**config.mk**
```make
export PLATFORM = sky130hd
export DESIGN_NAME = keypad_code_lock_unit
export DESIGN_NICKNAME = d
export VERILOG_FILES = /design/src/design/kcl_pkg.sv /design/src/design/kcl_step.sv /design/src/design/keypad_code_lock_unit.sv
export VERILOG_INCLUDE_DIRS = /design/src /design/src/design
export SDC_FILE = /design/constraint.sdc
export NUM_CORES = 1
export LEC_CHECK = 0
export BUFFER_PORTS_ARGS = -buffer_cell sky130_fd_sc_hd__buf_4
export CORE_AREA = 2 2 126 177
export DETAILED_ROUTE_END_ITERATION = 10
export DIE_AREA = 0 0 128 179
export HOLD_SLACK_MARGIN = 0.03
export PLACE_DENSITY_LB_ADDON = 0.15
export SYNTH_ARGS = -nofsm -noshare
export SYNTH_HDL_FRONTEND = slang
export SYNTH_SLANG_ARGS = --single-unit
```
**constraint.sdc**
```tcl
create_clock -name clock -period 4.5 [get_ports clock]
set_input_delay 0.45 -clock clock [delete_from_list [all_inputs] [get_ports clock]]
set_output_delay 0.45 -clock clock [all_outputs]
set_load 0.005 [all_outputs]
```
**src/design/assert_macros.svh**
```systemverilog
// Assertion macros for the keypad code lock design files.
`ifndef ASSERT_MACROS_SVH
`define ASSERT_MACROS_SVH

// Checks that the consequent holds in the same cycle as the antecedent.
`define KCL_ASSERT_SAME(label, clk, rst, ante, cons, msg) \
   label: assert property (@(posedge clk) disable iff (rst) (ante) |-> (cons)) \
      else $error(msg);

// Checks that the consequent holds in the cycle after the antecedent.
`define KCL_ASSERT_NEXT(label, clk, rst, ante, cons, msg) \
   label: assert property (@(posedge clk) disable iff (rst) (ante) |=> (cons)) \
      else $error(msg);

`endif

```
**src/design/kcl_pkg.sv**
```systemverilog
// Types, codes and the keypad decode table for the keypad code lock.
`timescale 1ns / 1ps

package kcl_pkg;

   // Key codes beyond the decimal digits.
   localparam logic [3:0] KEY_STAR  = 4'd10;
   localparam logic [3:0] KEY_HASH  = 4'd11;
   localparam logic [3:0] KEY_EMPTY = 4'd15;

   // Column code that no keypad column uses.
   localparam logic [1:0] COL_NONE = 2'd3;

   // Reset values of the configuration registers and the lock state.
   localparam logic [9:0]  DEBOUNCE_RESET = 10'd100;
   localparam logic [9:0]  FLASH_RESET    = 10'd400;
   localparam logic [15:0] SERVICE_RESET  = 16'h5592;
   localparam logic [10:0] HOLD_RESET     = 11'd100;
   localparam logic [15:0] USER_RESET     = 16'h1476;

   // Steady lamp patterns.
   localparam logic [2:0] LEDS_SERVICE = 3'd7;
   localparam logic [2:0] LEDS_OFF     = 3'd0;

   // Configuration register indexes.
   typedef enum logic [1:0] {
      CSR_DEBOUNCE = 2'd0,
      CSR_FLASH    = 2'd1,
      CSR_SERVICE  = 2'd2
   } csr_index_type;

   // Outcome of one press.
   typedef enum logic [3:0] {
      EV_IGNORED     = 4'd0,
      EV_DIGIT       = 4'd1,
      EV_NONE        = 4'd2,
      EV_OPEN        = 4'd3,
      EV_WRONG       = 4'd4,
      EV_SERVICE     = 4'd5,
      EV_CHANGED     = 4'd6,
      EV_CLEARED     = 4'd7,
      EV_CANCEL_HASH = 4'd8,
      EV_CANCEL_STAR = 4'd9
   } event_type;

   // One keypad press, last field in the lowest bits.
   typedef struct packed {
      logic [31:0] now_ms;
      logic [1:0]  key_row;
      logic [1:0]  key_column;
   } press_type;

   // One result item, last field in the lowest bits.
   typedef struct packed {
      logic [15:0] entry_digits;
      logic [2:0]  entry_count;
      logic [2:0]  steady_leds;
      event_type   event_res;
      logic [3:0]  key_value;
      logic        accepted;
   } result_type;

   // Configuration registers.
   typedef struct packed {
      logic [9:0]  debounce_ms;
      logic [9:0]  flash_ms;
      logic [15:0] service_code;
   } cfg_type;

   // Scalar lock state handed between the top level and the step logic.
   typedef struct packed {
      logic        check_armed;
      logic        in_service;
      logic [31:0] last_time;
      logic [10:0] hold_window;
   } ctrl_type;

   // Keypad matrix: column and row to key code.
   function automatic logic [3:0] key_decode(input logic [1:0] col, input logic [1:0] row);
      logic [3:0] key;
      key = KEY_EMPTY;
      unique case (col)
         2'd0: begin
            unique case (row)
               2'd0: key = 4'd1;
               2'd1: key = 4'd4;
               2'd2: key = 4'd7;
               default: key = KEY_STAR;
            endcase
         end
         2'd1: begin
            unique case (row)
               2'd0: key = 4'd2;
               2'd1: key = 4'd5;
               2'd2: key = 4'd8;
               default: key = 4'd0;
            endcase
         end
         2'd2: begin
            unique case (row)
               2'd0: key = 4'd3;
               2'd1: key = 4'd6;
               2'd2: key = 4'd9;
               default: key = KEY_HASH;
            endcase
         end
         default: key = KEY_EMPTY;
      endcase
      return key;
   endfunction

endpackage

```
**src/design/kcl_step.sv**
```systemverilog
// Combinational press handling: hold window, key decode, entry and code judgment.
`timescale 1ns / 1ps

module kcl_step
   import kcl_pkg::*;
#(
   parameter int CODE_DIGITS = 4,
   parameter int LEN_W = $clog2(CODE_DIGITS + 1)
) (
   input  cfg_type          cfg,
   input  press_type        press,
   input  ctrl_type         ctrl_cur,
   input  logic [LEN_W-1:0] len_cur,
   input  logic [3:0]       store_cur [CODE_DIGITS],
   input  logic [3:0]       user_cur [CODE_DIGITS],
   output ctrl_type         ctrl_next,
   output logic [LEN_W-1:0] len_next,
   output logic [3:0]       store_next [CODE_DIGITS],
   output logic [3:0]       user_next [CODE_DIGITS],
   output result_type       result
);

   localparam int SHOW_N = (CODE_DIGITS < 4) ? CODE_DIGITS : 4;

   logic [3:0]  key;
   logic [31:0] elapsed;
   logic        take;
   logic        full;
   logic        user_match;
   logic        svc_match;
   logic [31:0] svc_wide;
   logic [10:0] hold_flash;
   logic [15:0] shown;
   event_type   ev;
   logic [3:0]  entry_new [CODE_DIGITS];

   always_comb begin
      ctrl_next  = ctrl_cur;
      len_next   = len_cur;
      store_next = store_cur;
      user_next  = user_cur;
      ev         = EV_IGNORED;

      // Decode the key and test the hold window with wraparound subtraction.
      key     = key_decode(press.key_column, press.key_row);
      elapsed = press.now_ms - ctrl_cur.last_time;
      take    = (press.key_column != COL_NONE) && (elapsed > 32'(ctrl_cur.hold_window));

      // Entry as it stands with the new digit placed at the fill position.
      for (int i = 0; i < CODE_DIGITS; i++) begin
         entry_new[i] = (LEN_W'(i) == len_cur) ? key : store_cur[i];
      end
      full = (len_cur == LEN_W'(CODE_DIGITS - 1));

      // Compare the completed entry with both codes.
      svc_wide   = {cfg.service_code, 16'h0000};
      user_match = 1'b1;
      svc_match  = 1'b1;
      for (int i = 0; i < CODE_DIGITS; i++) begin
         if (entry_new[i] != user_cur[i]) begin
            user_match = 1'b0;
         end
         if (entry_new[i] != svc_wide[4*(7-i) +: 4]) begin
            svc_match = 1'b0;
         end
      end

      hold_flash = 11'(cfg.debounce_ms) + 11'(cfg.flash_ms);

      if (take) begin
         ctrl_next.last_time   = press.now_ms;
         ctrl_next.hold_window = 11'(cfg.debounce_ms);
         if (key <= 4'd9) begin
            // Digit: store it, and judge the entry once it is complete.
            ev = EV_DIGIT;
            if (full) begin
               if (ctrl_cur.check_armed) begin
                  if (user_match) begin
                     ev = EV_OPEN;
                     ctrl_next.hold_window = hold_flash;
                  end else if (svc_match) begin
                     ev = EV_SERVICE;
                     ctrl_next.in_service = 1'b1;
                  end else begin
                     ev = EV_WRONG;
                     ctrl_next.hold_window = hold_flash;
                  end
                  ctrl_next.check_armed = 1'b0;
               end else if (ctrl_cur.in_service) begin
                  user_next             = entry_new;
                  ctrl_next.in_service  = 1'b0;
                  ev                    = EV_CHANGED;
                  ctrl_next.hold_window = hold_flash;
               end else begin
                  ev = EV_WRONG;
                  ctrl_next.hold_window = hold_flash;
               end
               for (int i = 0; i < CODE_DIGITS; i++) begin
                  store_next[i] = KEY_EMPTY;
               end
               len_next = '0;
            end else begin
               store_next = entry_new;
               len_next   = len_cur + LEN_W'(1);
            end
         end else if (key == KEY_STAR) begin
            // Star arms the check on an empty entry, or leaves service mode.
            ev = EV_NONE;
            if (len_cur == '0) begin
               ctrl_next.check_armed = 1'b1;
            end
            if (ctrl_cur.in_service) begin
               ctrl_next.in_service  = 1'b0;
               ctrl_next.check_armed = 1'b0;
               for (int i = 0; i < CODE_DIGITS; i++) begin
                  store_next[i] = KEY_EMPTY;
               end
               len_next = '0;
               ev       = EV_CANCEL_STAR;
            end
         end else begin
            // Hash leaves service mode, or clears a partial entry.
            if (ctrl_cur.in_service) begin
               ctrl_next.in_service = 1'b0;
               ev = EV_CANCEL_HASH;
            end else if (len_cur != '0) begin
               for (int i = 0; i < CODE_DIGITS; i++) begin
                  store_next[i] = KEY_EMPTY;
               end
               len_next = '0;
               ev       = EV_CLEARED;
            end else begin
               ev = EV_NONE;
            end
         end
      end

      // Show the first four held places, empty beyond the code length.
      shown = {4{KEY_EMPTY}};
      for (int i = 0; i < SHOW_N; i++) begin
         shown[4*(3-i) +: 4] = store_next[i];
      end

      result.accepted     = take;
      result.key_value    = take ? key : 4'd0;
      result.event_res    = ev;
      result.steady_leds  = ctrl_next.in_service ? LEDS_SERVICE : LEDS_OFF;
      result.entry_count  = 3'(len_next);
      result.entry_digits = shown;
   end

endmodule

```
**src/design/keypad_code_lock_unit.sv**
```systemverilog
// Top level of the keypad code lock: channels, registers and configuration.
`timescale 1ns / 1ps
//
// Keypad code lock. Each transfer on the req_ channel is one keypad press
// (column, row, millisecond time stamp); each press gives exactly one
// transfer on the rsp_ channel with the press outcome, the lamp state and
// the digits held. Configuration registers (debounce time, flash time,
// service code) are written over the csr_ channel, which is always ready,
// and should be written only while no press is in flight.
// A press accepted into the input register is judged combinationally from
// that register and loaded into the result register, which drives rsp_tvalid.
// Throughput: one press per cycle while the rsp_ receiver does not stall; the
// lock state read by a press is the state left by the press before it,
// updated when that press is judged. A stalled rsp_ receiver holds the result
// register; the input register keeps taking a press until it too is full,
// then req_tready drops.
// Reset (synchronous, active high) empties both registers, restores the
// register defaults, the user code and the hold window, and clears the entry.
//
`include "assert_macros.svh"

module keypad_code_lock_unit
   import kcl_pkg::*;
#(
   parameter int CODE_DIGITS = 4
) (
   input  logic        clock,
   input  logic        reset,
   // Press channel.
   input  logic        req_tvalid,
   output logic        req_tready,
   input  logic [39:0] req_tdata,   // key_column[1:0], key_row[3:2], now_ms[35:4], zero[39:36]
   // Result channel.
   output logic        rsp_tvalid,
   input  logic        rsp_tready,
   output logic [31:0] rsp_tdata,   // accepted[0], key_value[4:1], event_res[8:5],
                                    // steady_leds[11:9], entry_count[14:12],
                                    // entry_digits[30:15], zero[31]
   // Configuration write channel.
   input  logic        csr_valid,
   output logic        csr_ready,
   input  logic [1:0]  csr_index,
   input  logic [15:0] csr_data
);

   localparam int LEN_W = $clog2(CODE_DIGITS + 1);

   logic             in_valid_ff, in_valid_in;
   press_type        in_data_ff;
   logic             rsp_valid_ff, rsp_valid_in;
   result_type       rsp_data_ff;
   cfg_type          cfg_ff, cfg_in;
   ctrl_type         ctrl_ff, ctrl_in;
   logic [LEN_W-1:0] len_ff, len_in;
   logic [3:0]       store_ff [CODE_DIGITS];
   logic [3:0]       store_in [CODE_DIGITS];
   logic [3:0]       user_ff [CODE_DIGITS];
   logic [3:0]       user_in [CODE_DIGITS];
   result_type       step_result;
   logic             stage_fire;
   logic             req_fire;
   logic             rsp_fire;

   // Handshake: the judge stage moves when it holds a press and the result register can take a value.
   assign rsp_fire   = rsp_valid_ff && rsp_tready;
   assign stage_fire = in_valid_ff && (!rsp_valid_ff || rsp_tready);
   assign req_tready = !in_valid_ff || stage_fire;
   assign req_fire   = req_tvalid && req_tready;
   assign csr_ready  = 1'b1;

   assign rsp_tvalid = rsp_valid_ff;
   assign rsp_tdata  = {1'b0, rsp_data_ff};

   // Press judgment on the registered press.
   kcl_step #(
      .CODE_DIGITS (CODE_DIGITS),
      .LEN_W       (LEN_W)
   ) u_step (
      .cfg        (cfg_ff),
      .press      (in_data_ff),
      .ctrl_cur   (ctrl_ff),
      .len_cur    (len_ff),
      .store_cur  (store_ff),
      .user_cur   (user_ff),
      .ctrl_next  (ctrl_in),
      .len_next   (len_in),
      .store_next (store_in),
      .user_next  (user_in),
      .result     (step_result)
   );

   // Valid flags of the two registers.
   always_comb begin
      in_valid_in = in_valid_ff;
      if (req_fire) begin
         in_valid_in = 1'b1;
      end else if (stage_fire) begin
         in_valid_in = 1'b0;
      end
      rsp_valid_in = rsp_valid_ff;
      if (stage_fire) begin
         rsp_valid_in = 1'b1;
      end else if (rsp_fire) begin
         rsp_valid_in = 1'b0;
      end
   end

   // Configuration register decode.
   always_comb begin
      cfg_in = cfg_ff;
      if (csr_valid && csr_ready) begin
         unique case (csr_index)
            CSR_DEBOUNCE: cfg_in.debounce_ms  = csr_data[9:0];
            CSR_FLASH:    cfg_in.flash_ms     = csr_data[9:0];
            CSR_SERVICE:  cfg_in.service_code = csr_data;
            default:      cfg_in = cfg_ff;
         endcase
      end
   end

   // Channel and configuration registers.
   always_ff @(posedge clock) begin
      if (reset) begin
         in_valid_ff         <= 1'b0;
         rsp_valid_ff        <= 1'b0;
         cfg_ff.debounce_ms  <= DEBOUNCE_RESET;
         cfg_ff.flash_ms     <= FLASH_RESET;
         cfg_ff.service_code <= SERVICE_RESET;
      end else begin
         in_valid_ff  <= in_valid_in;
         rsp_valid_ff <= rsp_valid_in;
         cfg_ff       <= cfg_in;
      end
   end

   // Payload registers.
   always_ff @(posedge clock) begin
      if (req_fire) begin
         in_data_ff <= press_type'(req_tdata[35:0]);
      end
      if (stage_fire) begin
         rsp_data_ff <= step_result;
      end
   end

   // Lock state, updated once per judged press.
   always_ff @(posedge clock) begin
      if (reset) begin
         ctrl_ff.check_armed <= 1'b0;
         ctrl_ff.in_service  <= 1'b0;
         ctrl_ff.last_time   <= '0;
         ctrl_ff.hold_window <= HOLD_RESET;
         len_ff              <= '0;
         for (int i = 0; i < CODE_DIGITS; i++) begin
            store_ff[i] <= KEY_EMPTY;
            user_ff[i]  <= (i < 4) ? USER_RESET[4*(3-i) +: 4] : 4'd0;
         end
      end else if (stage_fire) begin
         ctrl_ff  <= ctrl_in;
         len_ff   <= len_in;
         store_ff <= store_in;
         user_ff  <= user_in;
      end
   end

   // Design checks.
   `KCL_ASSERT_SAME(a_len_short, clock, reset, 1'b1, len_ff < LEN_W'(CODE_DIGITS),
      "entry holds a full code between presses")
   `KCL_ASSERT_NEXT(a_stage_loads, clock, reset, stage_fire, rsp_valid_ff,
      "judged press did not reach the result register")
   `KCL_ASSERT_SAME(a_ignored_clean, clock, reset,
      rsp_valid_ff && !rsp_data_ff.accepted,
      rsp_data_ff.event_res == EV_IGNORED && rsp_data_ff.key_value == 4'd0,
      "ignored press carries a key or an event")
   `KCL_ASSERT_SAME(a_service_entry, clock, reset, $rose(ctrl_ff.in_service),
      rsp_data_ff.event_res == EV_SERVICE,
      "service mode entered without a service code match")

endmodule
```
==> summary.txt, run 1 <==
Layout
  – Diodes inserted: 0
  – Count of filler cells inserted in the layout: approximately 1900
  – Final Core Density: 0.633
  – Fraction of final layout cells sized beyond drive strength 1: 0.192
  – Count of placed standard cells in the final layout, fillers left out: 1728
  – # nets final: 1578
  – Synthesis-to-finish area growth: 18.2%

Place
  – Cells after DPL: 1686
  – Final GP Congestion: 0.982
  – Place WS: -0.264 ns
  – Dpl hpwl: roughly 27000 µm
  – IO buf count: 91

Worst setup path
  – Worst r2r dst: rsp_tdata[23]
  – Number of logic stages on the critical path including buffering: 21
  – Biggest fanout along the worst timing path: 7
  – Startpoint kind of the worst setup timing path: flip-flop
  – Slowest-stage cell, CP: edfxtp_1
  – Buffering stage count on the worst path with inverters included: 2
  – CP peak stage delay: 0.40 ns
  – Launch point of the worst reg-to-reg path: in_data_ff[4]
  – Data required time of the worst path: approximately 4.7 ns
  – Setup slack on the worst flop-to-flop path: -0.01 ns
  – Capturing element type of the critical path: flip-flop
  – Family of cells with the greatest summed delay on the critical path: compound AO/OA/AOI/OAI gates
  – Worst EP arrival: 4.72 ns
  – R2R depth: 21
  – Kind of critical path: flip-flop to flip-flop
  – Crit-path cells: inv_1, ha_2, fa_2, nor2b_2, o2111a_1, or2_4, a21o_1, a21oi_2, xnor2_2, ha_1, nand2_2, or2_4, o32a_1, o31ai_4, nand4_1, nor4b_2, nand4_1, o31ai_4, buf_6, nor2_4, o22a_1

Synthesis
  – Synthesis-stage register bit count: 183
  – Number of enable-type register cells in the synthesized netlist: 65
  – Yosys cell types: 90
  – Number of nets produced by synthesis: approximately 1500
  – Synthesized cell area: 0.0115 mm²
  – Most used flip-flop cell after synthesis: dfxtp_1
  – Share of the synthesized area in the top cell type: 0.206
  – Share of flip-flops with an asynchronous set or reset after synthesis: 0
  – Synth Area per Inst: 8.46 µm²
  – Register area share after synthesis: 0.375
  – Most frequent cells after synthesis: a21oi_1, nand2_1, dfxtp_1
  – Cell taking the most area after synthesis: dfxtp_1
  – Count of mapped cells out of synthesis: roughly 1400
  – Yosys synthesis warning count: 0
  – Largest cells by area after synthesis: dfxtp_1, edfxtp_1, ha_1

Worst hold path
  – Hold path cells: 1
  – Hold EP: in_data_ff[18]
  – Worst hold path class: primary input to flip-flop
  – Worst hold start: req_tdata[18]

Die
  – Floorplan row count: 64
  – Die H: 179 µm
  – Starting density of the core: 0.535
  – Area of the core: 0.0215 mm²
  – I/O pin count: 98
  – Overall die area: 0.0229 mm²
  – Floorplan die width: approximately 130 µm

Clocking
  – Clk sinks: 183
  – Number of CTS-inserted buffers: 17
  – TritonCTS clock tree: built
  – Max H-tree Level: 4
  – CTS Root Buffer Type: clkbuf_16
  – Number of buffers on the longest clock path: 2
  – Clock insertion delay at the later pin of the skew report: 0.45 ns
  – Number of buffers added to fix hold violations after cts: 0
  – Register clock-pin slew on the reported worst setup and hold paths: 0.07 ns

STA
  – Slack of the critical path: -0.0113 ns
  – Actual transition at the worst max-transition pin: 1.24 ns
  – Min Clock Period, post-route: 4.51 ns
  – Maximum achievable frequency: about 0.22 GHz
  – Final critical-path share of the clock period: 1.00
  – Final Setup Violations: 10
  – Worst Hold Slack: 0.171 ns
  – Relative slew margins: 0.176
  – Setup repair after global routing missed its margin: yes
  – Number of hold violations in the final report: 0
  – Final clock skew: 0.00879 ns
  – Max-slew violations: 0

Detailed routing
  – DRC violation count after routing: 0
  – First-pass iteration count of the detailed router: 5
  – Wire length on met3: about 1300 µm
  – Number of nets with antenna violations after detailed routing: 0
  – Routed wire length: roughly 36000 µm
  – DR vias: 10700
  – Met1 wire length: 12700 µm
  – Initial drt markers: between 500 and 600
  – Top routing layer in use: met4
  – Detail-routed via count per cell: roughly 6.2
  – Average routed wire per standard cell: 20.8 µm
  – DR WL met2: 19500 µm

Pwr
  – Relative contribution of the clock network to total power: 0.343
  – Worst vdd rail ir drop: about 0.26 mV
  – Switching part of the total: 0.307
  – Power dissipated by switching net loads: about 1300 µW
  – Internal power summed over all cells: 2960 µW
  – Portion of total power attributed to combinational logic: 0.228
  – Areal power density over the cells: 315 mW/mm²
  – Reg power frac: 0.429
  – Leakage component of the power: between 0.005 and 0.006 µW

Global route
  – Total routing usage reported by global routing: 0.317
  – Largest net degree at the start of global routing: 60
  – Number of global-route vias before repair: 10500
  – Wire length of the first global-routing pass: about 55000 µm
  – GRT Residual Overflow: 0
  – Initial antenna violation count: 0

Job
  – Total of max-cap violations: 0

Outcome
  – Failing checks: negative setup slack
  – Run status: complete, but fails checks
-- registers in the layout, indices dropped and copies added (netlist names) --
name,count
in_valid_ff,1
in_data_ff,36
cfg_ff,36
rsp_tdata,29
ctrl_ff,45
store_ff,16
rsp_tvalid,1
len_ff,3
user_ff,16
-- area by class of cell --
type,instances,area (µm²),area share
clock buffers,23,489,0.0360
clock inverters,9,78.8,0.00581
inverters,80,308,0.0227
multi-input cells,1011,6750,0.497
flip-flops and latches,183,4310,0.318
well taps,264,330,0.0243
repair buffers,157,1300,0.0958
repair inverters,1,6.26,0.000461
-- per-layer routing --
metal,track usage,up-vias
met4,0.224,0
met5,0,-
li1,-,5161
met3,0.0507,131
met1,0.307,5084
met2,0.602,308
-- power groups by stage --
stage	combinational [µW]	clock [µW]	sequential (µW)
after global routing	1060	1540	1840
final	972	1470	1830
after global placement	895	0	1870
after detailed placement	905	0	1870
after floorplan	608	0	1850
after CTS	948	1490	1830
-- logic make-up after synthesis --
logic type      synth area share
compound gates             0.244
fa+ha+maj                 0.0710
mux                       0.0174
flops                      0.375
xor+xnor                  0.0351
other cells             0.000654
simple gates               0.195
buf+inv                   0.0611
-- metrics by stage --
step | setup TNS [ns] | total power (µW) | instance area (µm²)
after floorplan | 0 | 2460 | 11500
after global placement | -12.10 | 2760 | 12600
after detailed placement | -19.47 | 2770 | 12600
after CTS | -0.373 | 4270 | 13400
after global routing | -22.31 | 4440 | 13600
final | -0.0571 | 4270 | 13600
-- placed cells by master (no fill, tap or decap), types with 11 or more instances in the layout --
| master | netlist | routed |
|---|---|---|
| buf_4 | 6 | 143 |
| nand2_1 | 142 | 140 |
| a21oi_1 | 142 | 125 |
| dfxtp_1 | 118 | 118 |
| inv_1 | 78 | 78 |
| nor2_1 | 77 | 76 |
| edfxtp_1 | 65 | 65 |
| o21ai_0 | 79 | 63 |
| nand3_1 | 67 | 62 |
| ha_1 | 62 | 59 |
| nor3_1 | 34 | 32 |
| xnor2_1 | 32 | 31 |
| a21o_1 | 23 | 23 |
| a211oi_1 | 23 | 23 |
| a21oi_2 | 5 | 22 |
| o21ai_1 | 6 | 22 |
| nand4_1 | 21 | 21 |
| clkbuf_16 | 0 | 18 |
| o211ai_1 | 15 | 15 |
| xor2_1 | 14 | 14 |
| or2_2 | 16 | 14 |
| o32a_1 | 12 | 12 |
| nor4_1 | 13 | 12 |
| nand2b_1 | 11 | 11 |
| mux2i_1 | 11 | 11 |
-- repair_timing --
| action | CTS | global route |
|---|---|---|
| setup endpoints to repair | 109 | 109 |
| setup buffers | 4 | 1 |
| cloned | 4 | 1 |
| gates resized for setup | 30 | 50 |
| pin swaps | 29 | 24 |
-- how the worst max path moves through the flow --
| stage | to | from |
|---|---|---|
| 5_1_grt | rsp_tdata[16] | in_data_ff[4] |
| 2_1_floorplan | rsp_tdata[15] | in_data_ff[8] |
| 3_5_place_dp | rsp_tdata[13] | in_data_ff[4] |
| 3_3_place_gp | rsp_tdata[23] | in_data_ff[4] |
| 6_report | rsp_tdata[23] | in_data_ff[4] |
| 4_1_cts | rsp_tdata[16] | in_data_ff[4] |
-- worst register-to-register path: stages, from the launching register on --
cell,delay [ns]
edfxtp_1,0.40
inv_1,0.08
ha_2,0.20
fa_2,0.22
nor2b_2,0.05
o2111a_1,0.26
or2_4,0.24
a21o_1,0.16
a21oi_2,0.16
xnor2_2,0.10
ha_1,0.32
nand2_2,0.06
or2_4,0.23
o32a_1,0.32
o31ai_4,0.08
nand4_1,0.14
nor4b_2,0.27
nand4_1,0.18
o31ai_4,0.26
buf_6,0.23
nor2_4,0.10
o22a_1,0.21
Note: power is estimated with default switching activity, not from simulation.
==> inputs of run 2 (changes only) <==
- BUFFER_PORTS_ARGS: -buffer_cell sky130_fd_sc_hd__buf_4 -> unset
- CTS_BUF_LIST: unset -> sky130_fd_sc_hd__clkbuf_4 sky130_fd_sc_hd__clkbuf_8
- DONT_BUFFER_PORTS: unset -> 1
- PLACE_DENSITY_LB_ADDON: 0.15 -> 0.2
==> run 2 against run 1 <==
Against the previous run: the flow still finishes with violations (negative setup slack); first-iteration DRC count rose by 12%; highest routed layer unchanged; clock-buffer cell count is 3 lower; sequential share of layout area is 1.3 points higher; largest cell class unchanged; critical endpoint is now rsp_tdata[13].
==> summary.txt, run 2 (synthesis gave the netlist of run 1 again) <==
Outcome
  – Run status: complete, but fails checks
  – Failing checks: negative setup slack

Pwr
  – Power dissipated by switching net loads: 1230 µW (-5.9%)
  – Internal power summed over all cells: 2720 µW (-8.0%)
  – Reg power frac: 0.463 (+0.034)
  – Leakage component of the power: 0.00472 µW (-7.3%)
  – Switching part of the total: 0.312 (+0.00472)
  – Worst vdd rail ir drop: 0.235 mV (-10%)
  – PnR Total Power: 3960 µW (-7.4%)
  – Relative contribution of the clock network to total power: 0.307 (-0.036)
  – Areal power density over the cells: 304 mW/mm² (-3.5%)
  – Portion of total power attributed to combinational logic: 0.230 (+0.002)

STA
  – Slack of the critical path: -0.0422 ns (-0.0309 ns)
  – Actual transition at the worst max-transition pin: 1.20 ns (-0.0383 ns)
  – Relative slew margins: 0.201 (+0.0246)
  – Final clock skew: 0.0170 ns (+0.00825 ns)
  – Final critical-path share of the clock period: 1.01 (+0.00686)
  – Max-slew violations: 0 (unchanged)
  – Maximum achievable frequency: 0.220 GHz (-0.68%)
  – Number of hold violations in the final report: 0 (unchanged)
  – Final Setup Violations: 27 (+17)
  – Setup repair after global routing missed its margin: yes
  – Min Clock Period, post-route: 4.54 ns (+0.0309 ns)

Global route
  – Largest net degree at the start of global routing: 59 (-1.7%)
  – Wire length of the first global-routing pass: 53100 µm (-4.2%)
  – Initial antenna violation count: 0 (unchanged)
  – GRT Residual Overflow: 0 (unchanged)
  – Total routing usage reported by global routing: 0.302 (-0.0147)
  – Number of global-route vias before repair: 10000 (-4.2%)

Worst setup path
  – Number of logic stages on the critical path including buffering: 22 (+4.8%)
  – Startpoint kind of the worst setup timing path: flip-flop
  – Worst EP arrival: 4.76 ns (+0.04 ns)
  – Data required time of the worst path: 4.72 ns (+0.02 ns)
  – Family of cells with the greatest summed delay on the critical path: simple AND/OR/NAND/NOR gates
  – Capturing element type of the critical path: flip-flop
  – Slowest-stage cell, CP: edfxtp_1
  – Crit-path cells: inv_1, ha_2, fa_2, nor2b_2, o2111a_1, or2_4, a21o_1, a21oi_2, xnor2_1, ha_1, nand2_1, or2_4, o32a_1, o31ai_4, nand4_1, nor4b_2, nand4_1, o31ai_4, buf_6, buf_8, buf_8, o22ai_2
  – Biggest fanout along the worst timing path: 7 (unchanged)
  – CP peak stage delay: 0.40 ns (about the same)
  – R2R depth: 22 (+4.8%)
  – Buffering stage count on the worst path with inverters included: 4 (+2)
  – Kind of critical path: flip-flop to flip-flop

Layout
  – # nets final: 1506 (-4.6%)
  – Fraction of final layout cells sized beyond drive strength 1: 0.139 (-0.0526)
  – Diodes inserted: 0 (unchanged)
  – Synthesis-to-finish area growth: 13.4%
  – Top library cells by usage in the layout, fill and taps aside: nand2_1, a21oi_1, dfxtp_1, inv_1, o21ai_0
  – Sequential cell area in the final layout: 0.00431 mm² (unchanged)
  – Top register by number of flip-flops: ctrl_ff
  – Flip-flop count of the largest register, all copies and words added: 45 (unchanged)
  – Count of filler cells inserted in the layout: 1932 (+3.3%)
  – Area taken by multi-input logic gates: 0.00679 mm² (+0.57%)
  – Leading cell type in the layout, fill and taps excluded: nand2_1
  – Top Registers: ctrl_ff (45), cfg_ff (36), in_data_ff (36)
  – Design area: 0.0130 mm² (-4.0%)

Detailed routing
  – DRC violation count after routing: 0 (unchanged)
  – Top routing layer in use: met4
  – Average routed wire per standard cell: 21.1 µm (+1.4%)
  – Detail-routed via count per cell: 6.35 (+2.7%)
  – Wire length on met3: 1280 µm (-1.4%)
  – Number of nets with antenna violations after detailed routing: 0 (unchanged)
  – DR vias: 10500 (-1.6%)
  – Met1 wire length: 12300 µm (-2.6%)
  – Initial drt markers: 647 (+12%)
  – Routed wire length: 34900 µm (-2.8%)
  – DR WL met2: 18800 µm (-3.6%)
  – First-pass iteration count of the detailed router: 6 (+1)

Clocking
  – Max H-tree Level: 4 (unchanged)
  – Clk sinks: 183 (unchanged)
  – Register clock-pin slew on the reported worst setup and hold paths: 0.09 ns (+0.02 ns)
  – CTS Root Buffer Type: clkbuf_8
  – Number of CTS-inserted buffers: 17 (unchanged)
  – Clock insertion delay at the later pin of the skew report: 0.50 ns (+0.05 ns)
  – Number of buffers on the longest clock path: 2 (unchanged)
  – TritonCTS clock tree: built

Job
  – Total of max-cap violations: 0 (unchanged)

Place
  – Cell area after placement: 0.0119 mm² (-5.6%)
  – Final GP Congestion: 1.01 (+2.9%)
  – Dpl hpwl: 25500 µm (-4.2%)
  – IO buf count: 0 (-100%)

Die
  – Area of the core: 0.0215 mm² (unchanged)
  – Floorplan row count: 64 (unchanged)
  – Starting density of the core: 0.535 (unchanged)
  – I/O pin count: 98 (unchanged)
  – Overall die area: 0.0229 mm² (unchanged)
  – Die H: 179 µm (unchanged)
  – Floorplan die width: 128 µm (unchanged)

Worst hold path
  – Worst hold path class: primary input to flip-flop
  – Hold path cells: 1 (unchanged)
run 2: cell count changes in the layout (fill, tap and decap cells not counted), sizes merged:
cell	before	now
buf	157	67
bufinv	0	3
clkbuf	23	20
clkinv	3	4
dlygate4sd3	0	20
inv	87	85
nor3	35	34
run 2: per-layer routing:
metal / GRT usage / up-vias
met1: 0.296 / 5022
met4: 0.217 / 0
li1: - / 5028
met3: 0.0463 / 130
met5: 0 / -
met2: 0.570 / 335
run 2: stage by stage:
stage                     TNS, ns  hold slack, ns   util  cells  setup WS (ns)
final                      -0.540          0.0329  0.607   1656        -0.0422
after global routing       -21.18          0.0118  0.607   1656         -0.259
after CTS                   -3.59          0.0159  0.596   1647        -0.0983
after detailed placement   -27.42           0.458  0.556   1590         -0.354
after global placement     -21.61           0.454  0.556   1590         -0.270
after floorplan                 0           0.434      -   1358         0.0105
run 2: path summary, 6_finish.rpt:
check,startpoint,end,slack [ns]
worst min register to register,ctrl_ff[18],ctrl_ff[18],0.47
worst max register to register,in_data_ff[4],rsp_tdata[13],-0.04
worst min-delay path,reset,ctrl_ff[41],0.03
worst max-delay path,in_data_ff[4],rsp_tdata[13],-0.04
run 2: timing repair:
item / in CTS / in global routing
buffers inserted: 6 / 4
gates cloned: 2 / 2
endpoints found under the setup margin: 109 / 109
hold buffers: 18 / 3
pin swaps: 36 / 29
resized for setup: 41 / 40
hold endpoints to repair: 71 / 9
run 2: power by group through the flow:
stage | logic (µW) | clock network, µW | registers [µW]
2_1_floorplan | 608 | 0 | 1850
6_report | 909 | 1210 | 1830
4_1_cts | 882 | 1230 | 1830
3_5_place_dp | 813 | 0 | 1870
3_3_place_gp | 804 | 0 | 1870
5_1_grt | 990 | 1290 | 1840
run 2: final cells by class:
type,instances,area share
sequential,183,0.331
clock buffer,20,0.0197
tap,264,0.0253
clock inverter,12,0.0127
timing repair buffer,87,0.0672
multi-input combinational,1010,0.521
inverter,80,0.0232
